--- config.mk ---
export PLATFORM = sky130hd
export DESIGN_NAME = audio_peak_hold_meter_core
export DESIGN_NICKNAME = d
export VERILOG_FILES = /design/src/sv/aphm_pkg.sv /design/src/sv/aphm_front.sv /design/src/sv/aphm_cmd_fifo.sv /design/src/sv/aphm_back.sv /design/src/sv/audio_peak_hold_meter_core.sv
export VERILOG_INCLUDE_DIRS = /design/src /design/src/sv
export SDC_FILE = /design/constraint.sdc
export NUM_CORES = 1
export LEC_CHECK = 0
export BUFFER_PORTS_ARGS = -buffer_cell sky130_fd_sc_hd__clkbuf_2
export CAP_MARGIN = 5
export CORE_MARGIN = 5
export CORE_UTILIZATION = 35
export CTS_BUF_LIST = sky130_fd_sc_hd__clkbuf_8
export CTS_CLUSTER_DIAMETER = 40
export DETAILED_ROUTE_END_ITERATION = 7
export PLACE_DENSITY_LB_ADDON = 0.1
export SYNTH_ARGS = -nofsm -noshare
export SYNTH_HDL_FRONTEND = slang
export SYNTH_SLANG_ARGS = --single-unit
--- constraint.sdc ---
create_clock -name clk -period 6.6 [get_ports clk]
set_clock_uncertainty 0.1 [all_clocks]
set_input_delay 0.99 -clock clk [delete_from_list [all_inputs] [get_ports clk]]
set_output_delay 0.99 -clock clk [all_outputs]
set_load 0.1 [all_outputs]
--- src/sv/audio_peak_hold_meter_core_assert.svh ---
// Assertion macros shared by the peak meter modules.
// Every use expects signals named clk and rst_n in the enclosing module.
`ifndef AUDIO_PEAK_HOLD_METER_CORE_ASSERT_SVH
`define AUDIO_PEAK_HOLD_METER_CORE_ASSERT_SVH

`ifndef SYNTHESIS
`define APHM_ASSERT(label, prop, msg) \
    label: assert property (@(posedge clk) disable iff (!rst_n) prop) else $error(msg);
`define APHM_NEVER(label, cond, msg) \
    label: assert property (@(posedge clk) disable iff (!rst_n) !(cond)) else $error(msg);
`else
`define APHM_ASSERT(label, prop, msg)
`define APHM_NEVER(label, cond, msg)
`endif

`endif

--- src/sv/aphm_pkg.sv ---
package aphm_pkg;

    localparam int SAMPLE_BITS = 24;
    localparam int MAX_PERIOD  = 8192;

    localparam int LEVEL_W = SAMPLE_BITS;
    localparam int COUNT_W = $clog2(MAX_PERIOD + 1);
    localparam int HOLD_W  = 24;
    localparam int FALL_W  = 16;
    localparam int CFG_W   = 24;
    localparam int CFG_IDX_W = 1;

    localparam logic [HOLD_W-1:0] HOLD_RESET = HOLD_W'(72000);
    localparam logic [FALL_W-1:0] FALL_RESET = FALL_W'(65335);

    // register indexes on the configuration channel
    localparam logic [CFG_IDX_W-1:0] REG_HOLD_SAMPLES = 1'b0;
    localparam logic [CFG_IDX_W-1:0] REG_FALL_FACTOR  = 1'b1;

    // action codes of an input item
    localparam logic ACT_SAMPLE = 1'b0;
    localparam logic ACT_READ   = 1'b1;

    typedef struct packed {
        logic                          action;
        logic signed [SAMPLE_BITS-1:0] sample;
        logic                          last_of_period;
    } in_item_t;

    typedef struct packed {
        logic [LEVEL_W-1:0] max_level;
        logic [LEVEL_W-1:0] peak_level;
    } out_item_t;

    typedef enum logic {
        CMD_PERIOD,
        CMD_READ
    } cmd_kind_t;

    // work handed from the front end to the level update
    typedef struct packed {
        cmd_kind_t          kind;
        logic [LEVEL_W-1:0] level;
        logic [COUNT_W-1:0] count;
    } cmd_t;

    typedef struct packed {
        logic [HOLD_W-1:0] hold_samples;
        logic [FALL_W-1:0] fall_factor;
    } cfg_t;

endpackage

--- src/sv/aphm_front.sv ---
module aphm_front
(
    input  logic            clk,
    input  logic            rst_n,
    input  logic            push,
    input  aphm_pkg::in_item_t item,
    output logic            full,
    output logic            cmd_push,
    output aphm_pkg::cmd_t  cmd,
    input  logic            cmd_full
);

    logic [aphm_pkg::LEVEL_W-1:0] period_max_reg;
    logic [aphm_pkg::LEVEL_W-1:0] period_max_next;
    logic [aphm_pkg::COUNT_W-1:0] period_count_reg;
    logic [aphm_pkg::COUNT_W-1:0] period_count_next;

    logic [aphm_pkg::LEVEL_W-1:0] raw;
    logic [aphm_pkg::LEVEL_W-1:0] abs_value;
    logic [aphm_pkg::LEVEL_W-1:0] new_max;
    logic [aphm_pkg::COUNT_W-1:0] new_count;
    logic                         accept;
    logic                         is_read;

    assign full    = cmd_full;
    assign accept  = push & ~cmd_full;
    assign is_read = (item.action == aphm_pkg::ACT_READ);

    always_comb
    begin
        raw = item.sample;
        // negating the most negative sample yields 2^(N-1) read as unsigned
        abs_value = raw[aphm_pkg::LEVEL_W-1] ? (~raw + aphm_pkg::LEVEL_W'(1)) : raw;
        new_max   = (abs_value > period_max_reg) ? abs_value : period_max_reg;
        if (period_count_reg < aphm_pkg::COUNT_W'(aphm_pkg::MAX_PERIOD))
        begin
            new_count = period_count_reg + aphm_pkg::COUNT_W'(1);
        end
        else
        begin
            new_count = period_count_reg;
        end

        cmd_push   = accept & (is_read | item.last_of_period);
        cmd.kind   = is_read ? aphm_pkg::CMD_READ : aphm_pkg::CMD_PERIOD;
        cmd.level  = new_max;
        cmd.count  = new_count;

        period_max_next   = period_max_reg;
        period_count_next = period_count_reg;
        if (accept && !is_read)
        begin
            if (item.last_of_period)
            begin
                period_max_next   = '0;
                period_count_next = '0;
            end
            else
            begin
                period_max_next   = new_max;
                period_count_next = new_count;
            end
        end
    end

    always_ff @(posedge clk or negedge rst_n)
    begin
        if (!rst_n)
        begin
            period_max_reg   <= '0;
            period_count_reg <= '0;
        end
        else
        begin
            period_max_reg   <= period_max_next;
            period_count_reg <= period_count_next;
        end
    end

endmodule

--- src/sv/aphm_cmd_fifo.sv ---
`include "audio_peak_hold_meter_core_assert.svh"

module aphm_cmd_fifo
(
    input  logic           clk,
    input  logic           rst_n,
    input  logic           push,
    input  aphm_pkg::cmd_t push_data,
    output logic           full,
    input  logic           pop,
    output aphm_pkg::cmd_t pop_data,
    output logic           empty
);

    aphm_pkg::cmd_t mem_reg [2];
    logic           wr_ptr_reg;
    logic           wr_ptr_next;
    logic           rd_ptr_reg;
    logic           rd_ptr_next;
    logic [1:0]     cnt_reg;
    logic [1:0]     cnt_next;

    assign full     = (cnt_reg == 2'd2);
    assign empty    = (cnt_reg == 2'd0);
    assign pop_data = mem_reg[rd_ptr_reg];

    always_comb
    begin
        wr_ptr_next = push ? ~wr_ptr_reg : wr_ptr_reg;
        rd_ptr_next = pop ? ~rd_ptr_reg : rd_ptr_reg;
        cnt_next    = cnt_reg + {1'b0, push} - {1'b0, pop};
    end

    always_ff @(posedge clk or negedge rst_n)
    begin
        if (!rst_n)
        begin
            wr_ptr_reg <= 1'b0;
            rd_ptr_reg <= 1'b0;
            cnt_reg    <= 2'd0;
        end
        else
        begin
            wr_ptr_reg <= wr_ptr_next;
            rd_ptr_reg <= rd_ptr_next;
            cnt_reg    <= cnt_next;
        end
    end

    always_ff @(posedge clk)
    begin
        if (push)
        begin
            mem_reg[wr_ptr_reg] <= push_data;
        end
    end

    `APHM_NEVER(a_cmd_overflow, push && full, "command queue written while full")
    `APHM_NEVER(a_cmd_underflow, pop && empty, "command queue read while empty")
    `APHM_NEVER(a_cmd_count, cnt_reg > 2'd2, "command queue count out of range")

endmodule

--- src/sv/aphm_back.sv ---
`include "audio_peak_hold_meter_core_assert.svh"

module aphm_back
(
    input  logic               clk,
    input  logic               rst_n,
    input  aphm_pkg::cfg_t     cfg,
    input  logic               cmd_empty,
    input  aphm_pkg::cmd_t     cmd,
    output logic               cmd_pop,
    output logic               empty,
    input  logic               pop,
    output aphm_pkg::out_item_t result
);

    localparam int PROD_W = aphm_pkg::LEVEL_W + aphm_pkg::FALL_W;

    logic [aphm_pkg::LEVEL_W-1:0] held_max_reg;
    logic [aphm_pkg::LEVEL_W-1:0] held_max_next;
    logic [aphm_pkg::LEVEL_W-1:0] peak_value_reg;
    logic [aphm_pkg::LEVEL_W-1:0] peak_value_next;
    logic [aphm_pkg::HOLD_W-1:0]  hold_left_reg;
    logic [aphm_pkg::HOLD_W-1:0]  hold_left_next;
    logic                         read_pending_reg;
    logic                         read_pending_next;

    aphm_pkg::out_item_t res_mem_reg [2];
    logic                res_wr_ptr_reg;
    logic                res_rd_ptr_reg;
    logic [1:0]          res_cnt_reg;
    logic [1:0]          res_cnt_next;
    logic                res_full;
    logic                res_push;

    logic [PROD_W-1:0]            prod;
    logic [aphm_pkg::HOLD_W-1:0]  count_ext;
    logic                         is_read;

    assign res_full = (res_cnt_reg == 2'd2);
    assign empty    = (res_cnt_reg == 2'd0);
    assign result   = res_mem_reg[res_rd_ptr_reg];
    assign is_read  = (cmd.kind == aphm_pkg::CMD_READ);

    // a read stalls only when the result queue has no room
    assign cmd_pop  = ~cmd_empty & (~is_read | ~res_full);
    assign res_push = cmd_pop & is_read;

    always_comb
    begin
        prod      = PROD_W'(peak_value_reg) * PROD_W'(cfg.fall_factor);
        count_ext = aphm_pkg::HOLD_W'(cmd.count);

        held_max_next     = held_max_reg;
        peak_value_next   = peak_value_reg;
        hold_left_next    = hold_left_reg;
        read_pending_next = read_pending_reg;

        if (cmd_pop)
        begin
            case (cmd.kind)
                aphm_pkg::CMD_READ:
                begin
                    read_pending_next = 1'b1;
                end
                aphm_pkg::CMD_PERIOD:
                begin
                    if (read_pending_reg)
                    begin
                        held_max_next     = cmd.level;
                        read_pending_next = 1'b0;
                    end
                    else if (cmd.level > held_max_reg)
                    begin
                        held_max_next = cmd.level;
                    end

                    if (cmd.level >= peak_value_reg)
                    begin
                        peak_value_next = cmd.level;
                        hold_left_next  = cfg.hold_samples;
                    end
                    else if (hold_left_reg != '0)
                    begin
                        hold_left_next = (hold_left_reg > count_ext) ?
                                         (hold_left_reg - count_ext) : '0;
                    end
                    else
                    begin
                        // Q0.16 decay, truncated
                        peak_value_next = prod[PROD_W-1:aphm_pkg::FALL_W];
                    end
                end
                default:
                begin
                    read_pending_next = read_pending_reg;
                end
            endcase
        end

        res_cnt_next = res_cnt_reg + {1'b0, res_push} - {1'b0, pop & ~empty};
    end

    always_ff @(posedge clk or negedge rst_n)
    begin
        if (!rst_n)
        begin
            held_max_reg     <= '0;
            peak_value_reg   <= '0;
            hold_left_reg    <= '0;
            read_pending_reg <= 1'b0;
            res_wr_ptr_reg   <= 1'b0;
            res_rd_ptr_reg   <= 1'b0;
            res_cnt_reg      <= 2'd0;
        end
        else
        begin
            held_max_reg     <= held_max_next;
            peak_value_reg   <= peak_value_next;
            hold_left_reg    <= hold_left_next;
            read_pending_reg <= read_pending_next;
            res_cnt_reg      <= res_cnt_next;
            if (res_push)
            begin
                res_wr_ptr_reg <= ~res_wr_ptr_reg;
            end
            if (pop && !empty)
            begin
                res_rd_ptr_reg <= ~res_rd_ptr_reg;
            end
        end
    end

    always_ff @(posedge clk)
    begin
        if (res_push)
        begin
            res_mem_reg[res_wr_ptr_reg] <= '{max_level: held_max_reg,
                                            peak_level: peak_value_reg};
        end
    end

    `APHM_NEVER(a_res_overflow, res_push && res_full, "result queue written while full")
    `APHM_ASSERT(a_read_arms, cmd_pop && is_read |=> read_pending_reg,
                 "read transaction did not arm the restart")
    `APHM_ASSERT(a_hold_keeps_peak,
                 cmd_pop && !is_read && cmd.level < peak_value_reg && hold_left_reg != '0
                 |=> $stable(peak_value_reg),
                 "peak changed while hold still running")
    `APHM_ASSERT(a_peak_no_rise_on_fall,
                 cmd_pop && !is_read && cmd.level < peak_value_reg
                 |=> peak_value_reg <= $past(peak_value_reg),
                 "peak rose without a louder period")

endmodule

--- src/sv/audio_peak_hold_meter_core.sv ---
// Peak meter: signed samples come in through the input queue port, one transaction per
// clock while full is low, grouped into periods by last_of_period. A read item
// (action = 1) returns the max-since-read level and the held/decaying peak as it stands
// after every earlier completed period, and arms a restart of the max level at the next
// period end. Samples and reads are taken one per cycle unless full; a read's result
// reaches the result queue via the command queue. A two-entry command queue sits
// between the per-period accumulator and the level update, and the level update feeds
// a two-entry result queue, so full rises only when results are left unpopped and both
// queues fill up. Configuration writes are always ready: index 0 is hold_samples
// (reset 72000), index 1 is fall_factor (Q0.16, low 16 bits of the data, reset 65335).
module audio_peak_hold_meter_core
(
    input  logic                                 clk,
    input  logic                                 rst_n,
    input  logic                                 push,
    input  aphm_pkg::in_item_t                   item,
    output logic                                 full,
    output logic                                 empty,
    input  logic                                 pop,
    output aphm_pkg::out_item_t                  result,
    input  logic                                 cfg_valid,
    output logic                                 cfg_ready,
    input  logic [aphm_pkg::CFG_IDX_W-1:0]       cfg_index,
    input  logic [aphm_pkg::CFG_W-1:0]           cfg_data
);

    logic [aphm_pkg::HOLD_W-1:0] hold_samples_reg;
    logic [aphm_pkg::FALL_W-1:0] fall_factor_reg;
    aphm_pkg::cfg_t              cfg;

    logic           front_push;
    aphm_pkg::cmd_t front_cmd;
    logic           cmd_full;
    logic           cmd_pop;
    logic           cmd_empty;
    aphm_pkg::cmd_t cmd_head;

    assign cfg_ready        = 1'b1;
    assign cfg.hold_samples = hold_samples_reg;
    assign cfg.fall_factor  = fall_factor_reg;

    always_ff @(posedge clk or negedge rst_n)
    begin
        if (!rst_n)
        begin
            hold_samples_reg <= aphm_pkg::HOLD_RESET;
            fall_factor_reg  <= aphm_pkg::FALL_RESET;
        end
        else if (cfg_valid && cfg_ready)
        begin
            case (cfg_index)
                aphm_pkg::REG_HOLD_SAMPLES:
                begin
                    hold_samples_reg <= cfg_data[aphm_pkg::HOLD_W-1:0];
                end
                aphm_pkg::REG_FALL_FACTOR:
                begin
                    fall_factor_reg <= cfg_data[aphm_pkg::FALL_W-1:0];
                end
                default:
                begin
                    hold_samples_reg <= hold_samples_reg;
                end
            endcase
        end
    end

    aphm_front u_front
    (
        .clk      (clk),
        .rst_n    (rst_n),
        .push     (push),
        .item     (item),
        .full     (full),
        .cmd_push (front_push),
        .cmd      (front_cmd),
        .cmd_full (cmd_full)
    );

    aphm_cmd_fifo u_cmd_fifo
    (
        .clk       (clk),
        .rst_n     (rst_n),
        .push      (front_push),
        .push_data (front_cmd),
        .full      (cmd_full),
        .pop       (cmd_pop),
        .pop_data  (cmd_head),
        .empty     (cmd_empty)
    );

    aphm_back u_back
    (
        .clk       (clk),
        .rst_n     (rst_n),
        .cfg       (cfg),
        .cmd_empty (cmd_empty),
        .cmd       (cmd_head),
        .cmd_pop   (cmd_pop),
        .empty     (empty),
        .pop       (pop),
        .result    (result)
    );

endmodule

Word level (Yosys, flattened, before mapping):

Memory sizes are Yosys's and may differ from the RTL's.
Cells that the tools add are included.

* add/subtract/negate cells: 7
* multiply operators: 1
* $lt $le $gt $ge: 5
* equality and inequality tests: 3
* multiplexer cells: 18
* bitwise gates (word level): 18
* reduce and logical (&&, ||, !) cells: 14

Operators by type and width (number)
* 24-bit 2-to-1 mux: 10
* 24-bit greater-than comparator: 2
* 24-bit by 16-bit multiplier with 40-bit output: 1
* 14-bit 2-to-1 mux: 2
* 24-bit by 1-bit adder with 24-bit output (second input constant): 1
* 24-bit >= comparator: 1
* 24-bit by 14-bit greater-than comparator with 1-bit output: 1
* 24-bit inverter: 1
* 24-bit nonzero test: 1
* 24-bit by 14-bit subtractor with 24-bit output: 1
* 14-bit by 1-bit adder with 14-bit output (second input constant): 1
* 14-bit < comparator (second input constant): 1
* 1-bit inverter: 10
* 3-bit AND reduction: 3
* 1-bit AND: 5
* 1-bit 2-to-1 mux: 5
* 2-bit by 1-bit adder with 2-bit output: 2
* 2-bit == test (second input constant): 2
* 2-bit logical NOT: 2
* 2-bit AND reduction: 2
* 2-bit nonzero test: 2
* 2-bit by 1-bit subtractor with 2-bit output: 2
* 1-bit logical AND: 2
* 1-bit logical NOT: 2
* other kinds (3): 4

* bits in registers: 159
* RAM bits: 174
* logic and storage cells: 82
* memories: 2

Memory list
* u_back.res_mem_reg: words 2, bits a word 48, read ports 1, clocked after Yosys merged registers in 0, wr ports 1, line aphm_back.sv:27 `aphm_pkg::out_item_t res_mem_reg [2];`
* u_cmd_fifo.mem_reg: words 2, bits a word 39, read ports 1, clocked after Yosys merged registers in 0, wr ports 1, line aphm_cmd_fifo.sv:15 `aphm_pkg::cmd_t mem_reg [2];`

Longest topological paths before layout:

Gate-level depths: netlist of the first run.

* depth after elaboration: 7
* depth in mapped cells: 24
* gate-level depth less buffers: 22

Cells and area by module:

Synthesis of the first run repeated with hierarchy kept, for this count alone.

* cells, all modules: 2814
* area, all modules: 29125.4 µm²

Modules (own cells, without submodules)
* aphm_back: times used 1, cells each 2157, area each 20960.1 µm², sequential area each 4809.6 µm²
* aphm_front: times used 1, cells each 433, area each 3517.1 µm², sequential area each 950.9 µm²
* aphm_cmd_fifo: times used 1, cells each 136, area each 3022.9 µm², sequential area each 2442.3 µm²
* audio_peak_hold_meter_core: times used 1, cells each 88, area each 1625.3 µm², sequential area each 1023.5 µm²

Least setup slack after synthesis of the first run:

Ideal clock, no wire load.

* path kind: register to register
* start: register fall_factor_reg[9] (netlist bit)
* end: register u_back.peak_value_reg[16] (netlist bit)
* library setup time: 69 ps
* arrival time: 6423 ps
* required time: 6431 ps
* path slack: 9 ps
* stages on the path, launching flop included: 25
* path through: dfstp_2 clkbuf_1 clkbuf_1 nand2_1 fa_1 inv_1 fa_1 inv_1 fa_1 inv_1 fa_1 fa_1 inv_1 fa_1 inv_1 ha_1 clkbuf_1 a21o_1 a31o_2 a221oi_1 o32a_1 and2_1 a21oi_1 or4_1 nand3_1

* word-level cells in the longest chain between the ends: 3

RTL lines
* start, declared: line audio_peak_hold_meter_core.sv:28 `logic [aphm_pkg::FALL_W-1:0] fall_factor_reg;`
* start signal, assigned: line audio_peak_hold_meter_core.sv:47 `fall_factor_reg <= aphm_pkg::FALL_RESET;`
* start signal, assigned: line audio_peak_hold_meter_core.sv:58 `fall_factor_reg <= cfg_data[aphm_pkg::FALL_W-1:0];`
* 24-bit by 16-bit multiplier with 40-bit output: line aphm_back.sv:50 `prod = PROD_W'(peak_value_reg) * PROD_W'(cfg.fall_factor);`
* 24-bit 2-to-1 mux: line aphm_back.sv:82 `else if (hold_left_reg != '0)`
* 24-bit 2-to-1 mux: line aphm_back.sv:77 `if (cmd.level >= peak_value_reg)`
* end signal, assigned: line aphm_back.sv:118 `peak_value_reg <= peak_value_next;`
* end, declared: line aphm_back.sv:20 `logic [aphm_pkg::LEVEL_W-1:0] peak_value_reg;`

No other way between the ends. The select of a mux whose other input is x is not followed.
A chain may end at the register's enable or synchronous reset.

Final worst setup path of the first run:

* start: register u_back.peak_value_reg[8] (netlist bit)
* end: register u_back.peak_value_reg[10] (netlist bit)

* word-level cells in the longest chain between the ends: 3
* elaborated cells on any way between the ends: 6

RTL lines (line)
* 24-bit by 16-bit multiplier with 40-bit output or 24-bit >= comparator (tied branches): aphm_back.sv:50, aphm_back.sv:77
* 24-bit 2-to-1 mux or 2-bit by 1-bit != test with 1-bit output (tied branches)
* 24-bit 2-to-1 mux or 3-bit AND reduction (tied branches)

Several ways; a longest one is shown, not always the timed one. The select of a mux whose other input is x is not followed.

==> impl_metrics.json, run 1 <==
{
  "status": "finished, final reports clean",
  "ant_nets": 0,
  "num_rows": 105,
  "num-fill-cells": 8063,
  "yosysMostFrequentCell": "inv_1",
  "crit_top_cell": "fa_1",
  "port_buffers": 105,
  "synth_common_cells": "452 x inv_1, 306 x fa_1, 301 x nand2_1",
  "crit_slowest_cell": "fa_1",
  "synthesis.nets": 3310,
  "rrSetupSlack_ps": 220,
  "path_cells": "buf_4 -> nand2_1 -> fa_1 -> fa_1 -> fa_1 -> fa_1 -> inv_1 -> fa_1 -> inv_1 -> fa_1 -> inv_1 -> ha_1 -> o21a_1 -> o21bai_1 -> a211oi_2 -> buf_4 -> o211ai_1 -> o211ai_1 -> or3_1 -> a21oi_2 -> o31ai_1",
  "ios": 107,
  "die_h_um": 296.6,
  "r2r_cells": 21,
  "cp.arrival_ps": 6790,
  "r2r_start": "u_back.peak_value_reg[8]$_DFFE_PN0P_",
  "cpPeakStageDelay_ps": 580,
  "syn-instance-count": 2747,
  "cts_sinks": 333,
  "wirelength_um": 80460,
  "syn_area_per_cell_um2": 10.47,
  "min_period_over_period": 0.9663,
  "die_area_um2": 87970,
  "max_freq_mhz": 156.8,
  "grt_first_pass_wirelength_um": 128000,
  "die-width_um": 296.6,
  "required_ps": 7010,
  "clock_path_buffers": 3,
  "maxCapViolCount": 0,
  "cts_tree": "built",
  "largest_reg_flops": 96,
  "layout.nets": 3497,
  "fin_util": 0.4047,
  "synth_area_leaders": "fa_1 21%, edfxtp_1 18%, dfrtp_1 12%",
  "synth_area_um2": 28750,
  "placed_cell_area_um2": 31190,
  "worstMarginPinSlew_ps": 1075,
  "setup_viol": 0,
  "ys_types": 73,
  "drtIter0Drc": 857,
  "dp_hpwl_um": 63520,
  "worstSetupStartpointType": "flop",
  "area_delta_synth_final_pct": 15.04,
  "overflow": 0,
  "synth_seq_cells": 333,
  "rsz0062_at_grt": "true",
  "hold_viol": 0,
  "grt.total_usage": 0.1861,
  "drc_errors": 0,
  "clkTransAtPathRegs_ps": 60,
  "drive_gt1_frac": 0.1981,
  "vias": 20430,
  "synth_top_cell_area_share": 0.2131,
  "multi_input_area_um2": 17530,
  "cp_max_fo": 8,
  "hold_class": "input port to async pin",
  "async_flop_share": 0.4775,
  "vias_per_cell": 5.019,
  "slew_headroom": 0.2817,
  "first_pass_iters": 5,
  "grt_max_degree": 82,
  "critPathCaptureType": "flop",
  "yosysSeqAreaShare": 0.3209,
  "worst-setup-path-type": "flop to flop",
  "fin_crit_ps": 6378,
  "gp_congestion": 0.8346,
  "cts_inserted_buffers": 76,
  "root_buffer": "clkbuf_8",
  "wire_per_inst_um": 19.76,
  "design_area_um2": 33070,
  "ff_latch_area_um2": 9255,
  "yosys_warnings": 0,
  "yosys.area.top_type": "fa_1",
  "rr_endpoint": "u_back.peak_value_reg[10]$_DFFE_PN0P_",
  "hold_buffers": 0,
  "antenna_found_initial": 2,
  "synth_edf_count": 174,
  "grt_pass1_vias": 22300,
  "core-area_um2": 81720,
  "ys.flop_type": "edfxtp_1",
  "initial_utilization": 0.3518,
  "cts_htree_levels": 3,
  "clk_latency_ps": 670,
  "maxSlewViolCount": 0
}
worst max-delay path: cells and delay by family, from the launching register on:
family | cells | cell delay [ps]
and+or+nand+nor | 2 | 530
buffers and inverters | 5 | 590
AOI/OAI and AO/OA | 7 | 1050
DFF | 1 | 500
adders and majority gates | 7 | 3470
how the worst max path moves through the flow:
stage / startpoint / end / depth (start not counted)
2_1_floorplan: fall_factor_reg[9]$_DFFE_PN1P_ / u_back.peak_value_reg[16]$_DFFE_PN0P_ / 24
3_3_place_gp: fall_factor_reg[2]$_DFFE_PN1P_ / u_back.peak_value_reg[5]$_DFFE_PN0P_ / 22
3_5_place_dp: fall_factor_reg[2]$_DFFE_PN1P_ / u_back.peak_value_reg[21]$_DFFE_PN0P_ / 21
4_1_cts: fall_factor_reg[2]$_DFFE_PN1P_ / u_back.peak_value_reg[5]$_DFFE_PN0P_ / 22
5_1_grt: fall_factor_reg[5]$_DFFE_PN1P_ / u_back.peak_value_reg[16]$_DFFE_PN0P_ / 22
6_report: u_back.peak_value_reg[8]$_DFFE_PN0P_ / u_back.peak_value_reg[10]$_DFFE_PN0P_ / 21
logic make-up after synthesis:
logic type      after synthesis  synth area share
compound gates              381           0.09209
fa+ha+maj                   507            0.3005
other cells                   1         0.0001304
simple gates                697            0.1195
xor+xnor                     64           0.01950
flops                       333            0.3209
mux                         183           0.07089
buf+inv                     581           0.07646
cells in the final DEF, fill, tap and decap left out, drive strengths merged, types with 24 or more instances in the layout:
cell    count
mux2      165
ha        201
edfxtp    174
xnor2      50
clkbuf    181
nand2     301
a21o       50
dfrtp     141
o21ai      63
and2      159
inv       477
nand3      39
clkinv     25
nand4      24
fa        306
nor2       66
buf       134
a32o       24
a21oi      80
per-layer routing:
metal	up-vias	global-route usage	wire length, um
li1	9528	-	-
met1	10400	0.2543	36580
met2	390	0.3124	38530
met3	113	0.02882	3582
met4	0	0.04724	1760
met5	-	0	0
final cells by class:
cell class,instances,area share
antenna,3,0.0002270
tap,1070,0.04048
clock inverter,65,0.01770
sequential,333,0.2798
inverter,452,0.05130
timing repair buffer,238,0.04838
multi-input combinational,1833,0.5300
clock buffer,77,0.03204
metrics by stage:
step	setup TNS, ps	std cells	worst slack [ps]	hold slack [ps]
after floorplan	0	2747	8.670	340.2
after global placement	0	3922	3.319	379.7
after detailed placement	0	3922	17.88	392.2
after CTS	0	4064	41.07	294.1
after global routing	-36.73	4069	-26.31	327.2
final	0	4071	222.2	306.5
repair_timing:
item	in CTS	in global routing
gates cloned	0	0
setup endpoints to repair	2	20
resized for setup	2	52
buffers inserted	0	4
endpoints found under the hold margin	0	0
pin swaps	0	8
Power of run 1 is not shown: default switching activity piles up to over one toggle a cycle in this logic, so the estimate is an artifact.
==> run 2, diff against run 1 <==
Settings changed: BUFFER_PORTS_ARGS -buffer_cell sky130_fd_sc_hd__clkbuf_2 to unset, DONT_BUFFER_PORTS set to 1.
==> run 2 against run 1 <==
Effect of this change:
- hold slack lost 230 ps
- sequential share of layout area increased by 0.30 points
- maximum frequency decreased by 0.47%
- register-to-register slack worse by 30 ps
- global-route usage rose by 0.32 points
- core utilization shrank 0.36 points
- non-clock buffer count shrank 97
- final cell count shrank 2.4%
- flip-flop and latch count is the same
==> impl_metrics.json, run 2 (synthesis results as in run 1) <==
{
  "drive_gt1_frac": 0.1755,
  "overflow": 0,
  "crit_slowest_cell": "dfstp_4",
  "max_freq_mhz": 156.1,
  "wirelength_um": 83340,
  "maxSlewViolCount": 0,
  "die-width_um": 296.6,
  "ant_nets": 0,
  "die_h_um": 296.6,
  "grt_first_pass_wirelength_um": 128400,
  "die_area_um2": 87970,
  "clkTransAtPathRegs_ps": 60,
  "maxCapViolCount": 0,
  "layout_common_cells": "471 x inv_1, 300 x fa_1, 298 x nand2_1, 194 x ha_1, 174 x edfxtp_1",
  "r2r_start": "fall_factor_reg[12]$_DFFE_PN1P_",
  "grt_max_degree": 142,
  "layout.nets": 3399,
  "fin_util": 0.4011,
  "cp-startpoint": "fall_factor_reg[12]$_DFFE_PN1P_",
  "antenna_found_initial": 9,
  "grt_pass1_vias": 21580,
  "root_buffer": "clkbuf_8",
  "hold_slack_ps": 76.71,
  "setup_ws_ps": 192.3,
  "largest_reg_flops": 96,
  "num_rows": 105,
  "path_cells": "buf_8 -> nand2_1 -> fa_1 -> inv_1 -> fa_1 -> fa_1 -> fa_1 -> fa_1 -> inv_1 -> fa_1 -> inv_1 -> ha_1 -> a31o_2 -> a221oi_2 -> buf_4 -> o32a_1 -> and2_4 -> buf_4 -> a31oi_2 -> xnor2_2 -> o211ai_1",
  "design_area_um2": 32780,
  "vias_per_cell": 5.062,
  "hold_viol": 0,
  "status": "finished, final reports clean",
  "required_ps": 7040,
  "ios": 107,
  "vias": 20110,
  "drtIter0Drc": 1029,
  "worst-setup-path-type": "flop to flop",
  "dp_hpwl_um": 63450,
  "min_period_over_period": 0.9709,
  "cts_sinks": 333,
  "cts_htree_levels": 3,
  "hold_class": "input port to async pin",
  "port_buffers": 0,
  "placed_cell_area_um2": 30620,
  "wire_per_inst_um": 20.98,
  "clock_path_buffers": 3,
  "first_pass_iters": 5,
  "critPathCaptureType": "flop",
  "initial_utilization": 0.3518,
  "cp_max_fo": 8,
  "grt.total_usage": 0.1892,
  "area_delta_synth_final_pct": 14.01,
  "clk_latency_ps": 690,
  "fin_crit_ps": 6408,
  "setup_viol": 0,
  "cpPeakStageDelay_ps": 710,
  "crit_top_cell": "fa_1",
  "cp.arrival_ps": 6850,
  "final_common_cell": "inv_1",
  "worstSetupStartpointType": "flop",
  "core-area_um2": 81720,
  "dp_slack_ps": -166.3,
  "worstMarginPinSlew_ps": 1161,
  "slew_headroom": 0.2251,
  "drc_errors": 0,
  "cts_inserted_buffers": 75,
  "cts_tree": "built",
  "gp_congestion": 0.8431
}
-- run 2: cell count changes in the layout (fill, tap and decap cells not counted), moves of 4 or more --
cell / change
buf_4: -9
buf_6: +5
clkbuf_2: -103
clkinv_1: -4
clkinv_2: -6
diode_2: +5
-- run 2: layer usage --
metal | GRT usage | vias to the layer above | routed length (um)
met3 | 0.04032 | 114 | 4757
met4 | 0.05043 | 0 | 2014
li1 | - | 9331 | -
met1 | 0.2582 | 10200 | 37420
met5 | 0 | - | 0
met2 | 0.3087 | 470 | 39150
-- run 2: area by class of cell --
cell class	count	area, um2
antenna	8	20.02
inverter	452	1697
clock buffer	79	1087
sequential	333	9270
fill	7980	48940
multi-input combinational	1833	17550
timing repair buffer	141	1231
clock inverter	57	585.6
tap	1070	1339
-- run 2: through the flow --
stage | std cells | TNS [ps]
after global placement | 3807 | -392.1
final | 3973 | 0
after detailed placement | 3807 | -190.1
after floorplan | 2747 | 0
after global routing | 3967 | -32.90
after CTS | 3947 | 0
-- run 2: repair_timing --
item | 4_1_cts | 5_1_grt
pin swaps | 0 | 21
endpoints found under the setup margin | 9 | 21
hold endpoints to repair | 141 | 0
hold buffers | 2 | 0
buffers inserted | 2 | 18
gates resized for setup | 6 | 74
-- run 2: worst paths after layout --
check / slack (ps) / cells past startpoint / to
max: 190 / 21 / u_back.peak_value_reg[14]$_DFFE_PN0P_
min: 80 / 0 / fall_factor_reg[13]$_DFFE_PN1P_
max reg2reg: 190 / 21 / u_back.peak_value_reg[14]$_DFFE_PN0P_
min reg2reg: 400 / 0 / u_back.res_mem_reg[1][46]$_DFFE_PP_
max in group asynchronous: 5470 / 1 / u_back.peak_value_reg[3]$_DFFE_PN0P_
min in group clk: 320 / 0 / u_cmd_fifo.mem_reg[0][38]$_DFFE_PP_
-- run 2: worst max-delay path: cells and delay by family (launching register included) --
family,cells,cell delay (ps)
buffers and inverters,6,610
flip-flops,1,710
AND/OR/NAND/NOR,2,240
adder cells (fa/ha/maj),7,3350
XOR/XNOR,1,230
AO/OA/AOI/OAI,5,1010
Power of run 2 is left out for the same reason.
==> run 3, diff against run 2 <==
Settings changed: ABC_AREA set to 1, BUFFER_PORTS_ARGS set to -buffer_cell sky130_fd_sc_hd__clkbuf_2, DONT_BUFFER_PORTS 1 to unset.
==> run 3 against run 2 <==
Effect of this change:
- worst setup slack improved by 170 ps
- critical path type unchanged
- synthesized cell count rose by 34%
- synthesized area up 5.0%
- largest cell class unchanged
- highest routed layer is now met5
==> impl_metrics.json, run 3 <==
{
  "fin_util": 0.3954,
  "clkTransAtPathRegs_ps": 60,
  "status": "finished, final reports clean",
  "synth_common_cells": "1121 x nand2_1, 765 x inv_1, 306 x fa_1",
  "yosysSeqAreaShare": 0.3056,
  "crit_top_cell": "fa_1",
  "hold_viol": 0,
  "ios": 107,
  "slew_headroom": 0.3548,
  "worstSetupStartpointType": "flop",
  "ys_types": 58,
  "critPathCaptureType": "flop",
  "synth_seq_cells": 333,
  "synth_top_cell_area_share": 0.2029,
  "fin_cells": 5002,
  "gp_congestion": 0.9111,
  "max_freq_mhz": 160.3,
  "min_period_over_period": 0.9454,
  "setup_viol": 0,
  "wirelength_um": 89820,
  "cts_tree": "built",
  "synth_edf_count": 174,
  "cpPeakStageDelay_ps": 800,
  "grt.total_usage": 0.1944,
  "die_h_um": 303.7,
  "grt_first_pass_wirelength_um": 141300,
  "critical_path_buf_inv_count": 5,
  "drtIter0Drc": 1543,
  "ys.flop_type": "edfxtp_1",
  "drive_gt1_frac": 0.09984,
  "dp_hpwl_um": 69750,
  "ant_nets": 0,
  "rrSetupSlack_ps": 360,
  "yosys_warnings": 0,
  "yosys.area.top_type": "fa_1",
  "crit_family": "adder cells",
  "async_flop_share": 0.4775,
  "port_buffers": 105,
  "cts_sinks": 333,
  "overflow": 0,
  "area_delta_synth_final_pct": 11.86,
  "grt_pass1_vias": 23850,
  "yosysMostFrequentCell": "nand2_1",
  "required_ps": 7080,
  "rr_endpoint": "u_back.peak_value_reg[23]$_DFFE_PN0P_",
  "syn_area_per_cell_um2": 8.180,
  "crit_slowest_cell": "dfstp_2",
  "vias_per_cell": 4.679,
  "final_common_cell": "nand2_1",
  "r2r_cells": 22,
  "rsz0062_at_grt": "false",
  "core-area_um2": 85410,
  "synthesis.nets": 4254,
  "layout.nets": 4362,
  "worstMarginPinSlew_ps": 967.7,
  "cp.arrival_ps": 6710,
  "die-width_um": 303.7,
  "cp_max_fo": 16,
  "maxCapViolCount": 0,
  "layout_common_cells": "1121 x nand2_1, 788 x inv_1, 306 x fa_1, 201 x ha_1, 174 x edfxtp_1",
  "cts_setup_buffers": 0,
  "fin_crit_ps": 6239,
  "clock_path_buffers": 3,
  "die_area_um2": 92240,
  "vias": 23400,
  "synth_area_leaders": "fa_1 20%, edfxtp_1 17%, nand2_1 14%",
  "path_cells": "nand2_1 -> fa_1 -> inv_1 -> fa_1 -> inv_1 -> fa_1 -> inv_1 -> fa_1 -> fa_1 -> inv_1 -> fa_1 -> inv_1 -> ha_1 -> a21oi_1 -> nand2_1 -> a21oi_1 -> nor2_1 -> o21ai_0 -> nand3_1 -> nand2_1 -> nand3_1 -> a21oi_2",
  "first_pass_iters": 5,
  "antenna_found_initial": 8,
  "maxSlewViolCount": 0,
  "cts_htree_levels": 3,
  "grt_max_degree": 94,
  "synth_area_um2": 30190,
  "setup-tns-final_ps": 0,
  "largest_reg_flops": 96,
  "worst-setup-path-type": "flop to flop",
  "r2r_start": "fall_factor_reg[2]$_DFFE_PN1P_",
  "drc_errors": 0,
  "clk_latency_ps": 660,
  "initial_utilization": 0.3535,
  "wire_per_inst_um": 17.96,
  "cts_inserted_buffers": 69,
  "root_buffer": "clkbuf_8",
  "syn-instance-count": 3691,
  "hold_class": "input port to async pin",
  "dp.cells": 4872,
  "num_rows": 107
}
-- run 3: worst reg2reg max path, cell delays in order (launching register included) --
cell     delay [ps]
dfstp_2         800
nand2_1         150
fa_1            530
inv_1            50
fa_1            530
inv_1            50
fa_1            490
inv_1            50
fa_1            520
fa_1            550
inv_1            60
fa_1            550
inv_1            50
ha_1            330
a21oi_1         250
nand2_1         120
a21oi_1         200
nor2_1           60
o21ai_0         240
nand3_1         110
nand2_1          70
nand3_1         100
a21oi_2         170
-- run 3: worst max-delay path by stage --
stage	start	end	slack, ps	cells past startpoint
final	fall_factor_reg[2]$_DFFE_PN1P_	u_back.peak_value_reg[23]$_DFFE_PN0P_	360	22
after global routing	u_back.peak_value_reg[13]$_DFFE_PN0P_	u_back.peak_value_reg[11]$_DFFE_PN0P_	2	23
after CTS	u_back.peak_value_reg[6]$_DFFE_PN0P_	u_back.peak_value_reg[23]$_DFFE_PN0P_	240	22
after detailed placement	u_back.peak_value_reg[12]$_DFFE_PN0P_	u_back.peak_value_reg[11]$_DFFE_PN0P_	270	22
after global placement	fall_factor_reg[4]$_DFFE_PN1P_	u_back.peak_value_reg[23]$_DFFE_PN0P_	270	22
after floorplan	fall_factor_reg[2]$_DFFE_PN1P_	u_back.peak_value_reg[23]$_DFFE_PN0P_	780	26
-- run 3: cell type report --
| class | count | area [um2] |
|---|---|---|
| fill | 9011 | 51640 |
| multi-input combinational | 2427 | 17410 |
| sequential | 333 | 9239 |
| inverter | 772 | 2902 |
| tap | 1144 | 1431 |
| timing repair buffer | 196 | 1319 |
| clock buffer | 72 | 991.0 |
| clock inverter | 56 | 475.5 |
| antenna | 2 | 5.005 |
-- run 3: kinds of logic (layout without fill, tap and decap cells) --
group,after synthesis,after routing,share of synthesized area
xor gates and xnor gates,62,62,0.01798
DFF,333,333,0.3056
AOI/OAI and AO/OA,292,292,0.05201
muxes,22,22,0.007625
other,1,3,0.0001242
buffers and inverters,931,1096,0.1189
and+or+nand+nor,1543,1543,0.2116
adders and majority gates,507,507,0.2862
-- run 3: what timing repair did --
item | CTS | global route
setup endpoints to repair | 0 | 16
hold buffers | 0 | 0
gates resized for setup | 0 | 7
-- run 3: per-layer routing --
metal  routed length, um  GRT usage
met1               42750     0.2778
met2               41250     0.3164
met3                3890    0.02832
met4                1902    0.04198
met5                  25          0
-- run 3: stage by stage --
| step | instance area [um2] | setup WS (ps) | hold WS, ps |
|---|---|---|---|
| floorplan | 30190 | 784.5 | 336.8 |
| global placement | 32290 | 265.0 | 363.6 |
| detailed placement | 32290 | 270.4 | 364.9 |
| CTS | 33750 | 235.3 | 313.9 |
| global route | 33780 | 2.106 | 362.6 |
| finish | 33780 | 360.6 | 302.6 |
Power of run 3 is left out for the same reason.
